===== src/sv/wett_pkg.sv =====
// Shared types and constants for the windowed energy threshold trigger.
// No dependencies; every other file imports this package.
package wett_pkg;

  localparam int CHAN_W     = 4;
  localparam int ENERGY_W   = 28;
  localparam int CNT_W      = 5;
  localparam int WLEN_W     = 7;
  localparam int CFG_IDX_W  = 2;
  localparam int CFG_DATA_W = 8;

  localparam logic [ENERGY_W-1:0] ENERGY_MAX     = '1;
  localparam logic [CNT_W-1:0]    CNT_MAX        = '1;
  localparam logic [WLEN_W-1:0]   WLEN_RESET     = 7'd10;
  localparam logic [CHAN_W-1:0]   MASKED_CHANNEL = 4'd15;

  localparam int OUT_DEPTH = 4;
  localparam int OUT_PTR_W = 2;
  localparam int OUT_CNT_W = 3;

  typedef enum logic [CFG_IDX_W-1:0] {
    CFG_WINDOW_LENGTH,
    CFG_MASK_ENABLE
  } cfg_reg_t;

  typedef struct packed {
    logic [ENERGY_W-1:0] energy_sum;
    logic                hit;
    logic                first_hit;
    logic [CNT_W-1:0]    channels_hit;
  } out_word_t;

endpackage


===== src/sv/wett_if.sv =====


interface wett_out_if import wett_pkg::*; ();
  logic                valid;
  logic                ready;
  logic [ENERGY_W-1:0] energy_sum;
  logic                hit;
  logic                first_hit;
  logic [CNT_W-1:0]    channels_hit;

  modport source (output valid, energy_sum, hit, first_hit, channels_hit, input ready);
  modport sink   (input valid, energy_sum, hit, first_hit, channels_hit, output ready);
endinterface



===== src/sv/wett_out_fifo.sv =====
// Result word queue in front of the output channel.
// Depends on wett_pkg and wett_out_if.
module wett_out_fifo import wett_pkg::*; (
  input  logic                 clk,
  input  logic                 rst_n,
  input  logic                 push,
  input  out_word_t            push_word,
  output logic [OUT_CNT_W-1:0] count,
  wett_out_if.source           out_ch
);

  out_word_t              mem_r [OUT_DEPTH];
  logic [OUT_PTR_W-1:0]   wr_ptr_r;
  logic [OUT_PTR_W-1:0]   rd_ptr_r;
  logic [OUT_CNT_W-1:0]   count_r;
  logic [OUT_CNT_W-1:0]   count_nxt;
  logic                   pop;
  out_word_t              head_word;

  assign pop       = out_ch.valid && out_ch.ready;
  assign head_word = mem_r[rd_ptr_r];
  assign count     = count_r;

  assign out_ch.valid        = (count_r != '0);
  assign out_ch.energy_sum   = head_word.energy_sum;
  assign out_ch.hit          = head_word.hit;
  assign out_ch.first_hit    = head_word.first_hit;
  assign out_ch.channels_hit = head_word.channels_hit;

  always_comb begin
    count_nxt = count_r;
    if (push && !pop) begin
      count_nxt = count_r + OUT_CNT_W'(1);
    end else if (pop && !push) begin
      count_nxt = count_r - OUT_CNT_W'(1);
    end
  end

  always_ff @(posedge clk) begin
    if (!rst_n) begin
      wr_ptr_r <= '0;
      rd_ptr_r <= '0;
      count_r  <= '0;
    end else begin
      count_r <= count_nxt;
      if (push) begin
        wr_ptr_r <= wr_ptr_r + OUT_PTR_W'(1);
      end
      if (pop) begin
        rd_ptr_r <= rd_ptr_r + OUT_PTR_W'(1);
      end
    end
  end

  always_ff @(posedge clk) begin
    if (push) begin
      mem_r[wr_ptr_r] <= push_word;
    end
  end

endmodule


===== src/flat_wrapper.sv =====
// flat-port wrapper written by rule: the top's interface ports become plain ports
module wett_out_fifo_flat import wett_pkg::*;
  (clk, rst_n, push, push_word, count, out_ch_valid, out_ch_energy_sum, out_ch_hit, out_ch_first_hit, out_ch_channels_hit, out_ch_ready);
  wett_out_if out_ch_i ();
  input  logic clk;
  input  logic rst_n;
  input  logic push;
  input  out_word_t push_word;
  output logic [OUT_CNT_W-1:0] count;
  output wire logic [$bits(out_ch_i.valid)-1:0] out_ch_valid;
  output wire logic [$bits(out_ch_i.energy_sum)-1:0] out_ch_energy_sum;
  output wire logic [$bits(out_ch_i.hit)-1:0] out_ch_hit;
  output wire logic [$bits(out_ch_i.first_hit)-1:0] out_ch_first_hit;
  output wire logic [$bits(out_ch_i.channels_hit)-1:0] out_ch_channels_hit;
  input wire logic [$bits(out_ch_i.ready)-1:0] out_ch_ready;
  assign out_ch_valid = out_ch_i.valid;
  assign out_ch_energy_sum = out_ch_i.energy_sum;
  assign out_ch_hit = out_ch_i.hit;
  assign out_ch_first_hit = out_ch_i.first_hit;
  assign out_ch_channels_hit = out_ch_i.channels_hit;
  assign out_ch_i.ready = out_ch_ready;
  wett_out_fifo u_core (.clk(clk), .rst_n(rst_n), .push(push), .push_word(push_word), .count(count), .out_ch(out_ch_i));
endmodule

===== config.mk =====
export PLATFORM = sky130hd
export DESIGN_NAME = wett_out_fifo_flat
export DESIGN_NICKNAME = d
export VERILOG_FILES = /design/src/sv/wett_pkg.sv /design/src/sv/wett_if.sv /design/src/sv/wett_out_fifo.sv /design/src/flat_wrapper.sv
export SDC_FILE = /design/constraint.sdc
export NUM_CORES = 1
export LEC_CHECK = 0
export BUFFER_PORTS_ARGS = -buffer_cell sky130_fd_sc_hd__buf_2
export CORE_UTILIZATION = 35
export DETAILED_ROUTE_END_ITERATION = 8
export PLACE_DENSITY_LB_ADDON = 0.08
export REMOVE_ABC_BUFFERS = 1
export SLEW_MARGIN = 20
export SYNTH_ARGS = -nofsm -noshare
export SYNTH_HDL_FRONTEND = slang
export SYNTH_SLANG_ARGS = --single-unit

===== constraint.sdc =====
create_clock -name clk -period 2.3 [get_ports clk]
set_input_delay 0.46 -clock clk [delete_from_list [all_inputs] [get_ports clk]]
set_output_delay 0.46 -clock clk [all_outputs]
set_load 0.1 [all_outputs]

==> impl_summary.md <==
GRT
The combined global-route utilization of all metal layers is 0.135. The via count of the first global-routing pass is 2665. The global-route wire length before repair is 15400 um.

Entering global routing, the biggest net connects 30 pins. The number of antenna violations at the first check in global routing is 0. For this run the aggregate overflow at the end of global routing stands at 0.

Final layout
The finished cells cover 7160 um2. Compared with the post-synthesis result, the final layout area differs by 28.4%. For this run, the post-layout net count is 372. The fraction of layout instances using a drive strength above 1 is 0.462. The post-layout instance count excluding filler cells is 551. The fill cell total of the finished layout is 1317.

Measured on the finished design, the core utilization comes to 0.466. The number of antenna diodes in the final layout is 0.

Synthesis
For this run, the register share of the synthesized area comes to 0.787. After technology mapping, the gate count stands at 225. The mean area per synthesized cell is 24.8 um2. The synthesized netlist contains 21 unique library cells. Counting flops and latches in the post-synthesis netlist gives 149. Summing every instance area after synthesis gives 5570 um2. The number of warnings issued by yosys is 0.

Place
The HPWL after detailed placement is 6050 um. The routability-driven placement congestion ratio is 0.635. The number of instances in the placed design is 517. In this run the cell area measured after placement is 6290 um2. The worst setup slack before clock tree synthesis is 0.248 ns.

The count of input and output buffers is 77.

Timing
In this run the tightest slew margin relative to its limit is 0.679. Of the available clock period, the critical path in the final layout requires 0.975. Setup repair after global routing could not meet its margin everywhere. The number of hold violations in the final report was 0.

At the pin with the least slew margin, the transition time is 0.485 ns. Setup violations remaining at the end of the flow were counted as 0. The minimum clock period is 2.24 ns. The number of max-slew violations in the final report is 0. In the post-route analysis, the smallest setup slack over all paths is 0.0577 ns. The peak clock frequency supported by timing is 446 MHz. The worst clock skew is 0.00442 ns.

Die
The site row count is 45. The die width is 128 um. Measured along the y axis, the die boundary spans 128 um. The floorplan step defined a die boundary enclosing 16400 um2.

For this design the top-level I/O count stands at 78. The placeable core area is 15400 um2. The initial utilization of the core area, before any placement, comes to 0.362.

Routing
The first-pass detailed-route iteration total is 4. Using the TritonRoute via totals, the vias-per-cell ratio works out to 4.59. After detailed routing, the average wire length per cell comes to 18.7 um. Once detail routing completed, the nets flagged for antenna violations numbered 0. The via count is 2530. The total length of routed wires is 10300 um. The residual DRC count is 0. The detailed router finished its first iteration with 148 violations.

Critical path
The kind of end point of the critical path is an output port. STA classifies the critical path startpoint as a flop. The slowest stage cell on the critical path is mux4_2. The critical-path maximum fanout is 14.

The largest incremental delay on the critical path is 0.53 ns. The category of the critical setup timing path is flop to output port. At the worst endpoint, the arrival time is 1.78 ns. Traced cell by cell, the critical path runs through clkbuf_16 -> mux4_2 -> buf_6. The critical path required time is 1.84 ns.

Clocking
For this design, the CTS-stage hold fixing added 0 buffers. The insertion delay of the later-clocked pin in the worst-skew pair is 0.41 ns. The number of clock buffers inserted by TritonCTS is 17. The number of clock sinks is 149.

The cell sitting at the root of the clock tree is a clkbuf_16. The post-CTS setup buffer count is 0. After clock tree synthesis, the clock-pin slew on the worst setup and hold paths is 0.06 ns.

The CTS tree is done. No sink is reached through more buffers than the 2 on the longest clock path. The maximum level of the CTS H-tree is 4.

Power and ir drop
Of the total power, the share spent switching nets is 0.387. The proportion of power drawn by the clock network is 0.285. Of the total power, combinational logic draws 0.390. Summed over all nets, the switching power comes to 3.87 mW. The internal power component is 6.11 mW. For this design the ratio of total power to cell area is 1390 nW/um2. For this design the static power due to leakage is 2.46 nW. The share of total power dissipated in sequential elements is 0.326.

The peak supply drop is 0.824 mV.

Min path
The worst hold-check path type is primary input to flop.

Run
The total of max-cap violations is 0.

Run status
The run finished with clean final reports.
-- worst max-delay path: cells and delay by family (launching register included) --
family   cells  cell delay [ns]
buf+inv      2             0.42
mux          1             0.53
flops        1             0.41
-- per-stage QoR --
step | setup TNS, ns | total power, mW | hold slack [ns]
floorplan | -22.35 | 6.17 | 0.528
global placement | 0 | 6.79 | 0.559
detailed placement | 0 | 6.79 | 0.559
CTS | -0.335 | 9.96 | 0.240
global route | -0.0528 | 10.3 | 0.243
finish | 0 | 9.98 | 0.259
-- power groups by stage --
stage | combinational, mW | sequential [mW] | clock (mW)
after floorplan | 2.63 | 3.54 | 0
after global placement | 3.51 | 3.28 | 0
after detailed placement | 3.50 | 3.29 | 0
after CTS | 3.82 | 3.23 | 2.91
after global routing | 4.04 | 3.26 | 3.01
final | 3.89 | 3.25 | 2.84
-- layout by cell type, fill, tap and decap left out, drive strengths merged, types with 2 or more instances in the layout --
cell    Yosys  layout
mux4       35      35
clkinv      0       7
edfxtp    140     140
or3         2       2
mux2i       2       2
and2        9       9
ha          5       5
nor2b       2       2
xnor2       3       3
buf         7      87
dfxtp       9       9
clkbuf      1      23
bufinv      0       4
xor2        2       2
inv         3       4
-- routing by layer --
| layer | vias to the layer above | global-route usage | share of wire |
|---|---|---|---|
| li1 | 1152 | - | - |
| met1 | 1306 | 0.174 | 0.45 |
| met2 | 63 | 0.205 | 0.49 |
| met3 | 9 | 0.0547 | 0.051 |
| met4 | 0 | 0.0478 | 0.012 |
| met5 | - | 0 | 0 |
-- cell usage after synthesis --
cell type	n	area, um2
edfxtp_1	140	4200
mux4_2	30	676
and2_1	9	56.3
dfxtp_1	9	180
ha_1	5	62.6
mux4_1	5	131
buf_12	3	60.1
buf_2	3	15.0
inv_1	3	11.3
xnor2_1	3	26.3
mux2i_1	2	20.0
nor2b_1	2	12.5
or3_1	2	12.5
xor2_1	2	17.5
a21boi_0	1	7.51
buf_6	1	11.3
clkbuf_2	1	5.00
fa_1	1	20.0
o21ai_0	1	5.00
o311ai_2	1	16.3
o31ai_4	1	21.3
-- cell type report --
class | count | area, um2 | area share
Inverter | 3 | 11.3 | 0.00157
Sequential cell | 149 | 4390 | 0.613
Clock inverter | 13 | 180 | 0.0252
Timing Repair Buffer | 91 | 788 | 0.110
Multi-Input combinational cell | 65 | 1090 | 0.152
Clock buffer | 19 | 433 | 0.0605
Tap cell | 211 | 264 | 0.0369
-- sequential cells by signal, indices dropped and copies added, names as in the netlist, named ones only --
name             flops
u_core.wr_ptr_r      2
u_core.mem_r       140
u_core.rd_ptr_r      2
u_core.count         3
-- cells by family after synthesis --
logic type	count (synthesis)	synth area share
AOI/OAI and AO/OA	4	0.00898
xor gates and xnor gates	5	0.00786
adders and majority gates	6	0.0148
buffers and inverters	11	0.0184
DFF	149	0.787
muxes	37	0.148
and+or+nand+nor	13	0.0146
-- repair_timing --
item,4_1_cts,5_1_grt
endpoints found under the setup margin,29,31
pin swaps,0,0
cloned,0,2
resized for setup,58,12
-- final timing paths --
kind                               end  slack, ns  cells past startpoint          startpoint
hold reg to reg     u_core.wr_ptr_r[1]       0.56                      2  u_core.wr_ptr_r[1]
setup / recovery  out_ch_energy_sum[0]       0.06                      3                flop
setup reg to reg       u_core.count[2]       0.25                      7     u_core.count[0]
hold / removal     u_core.mem_r[1][26]       0.26                      1       push_word[26]
Power figures use the tool's default switching activity.
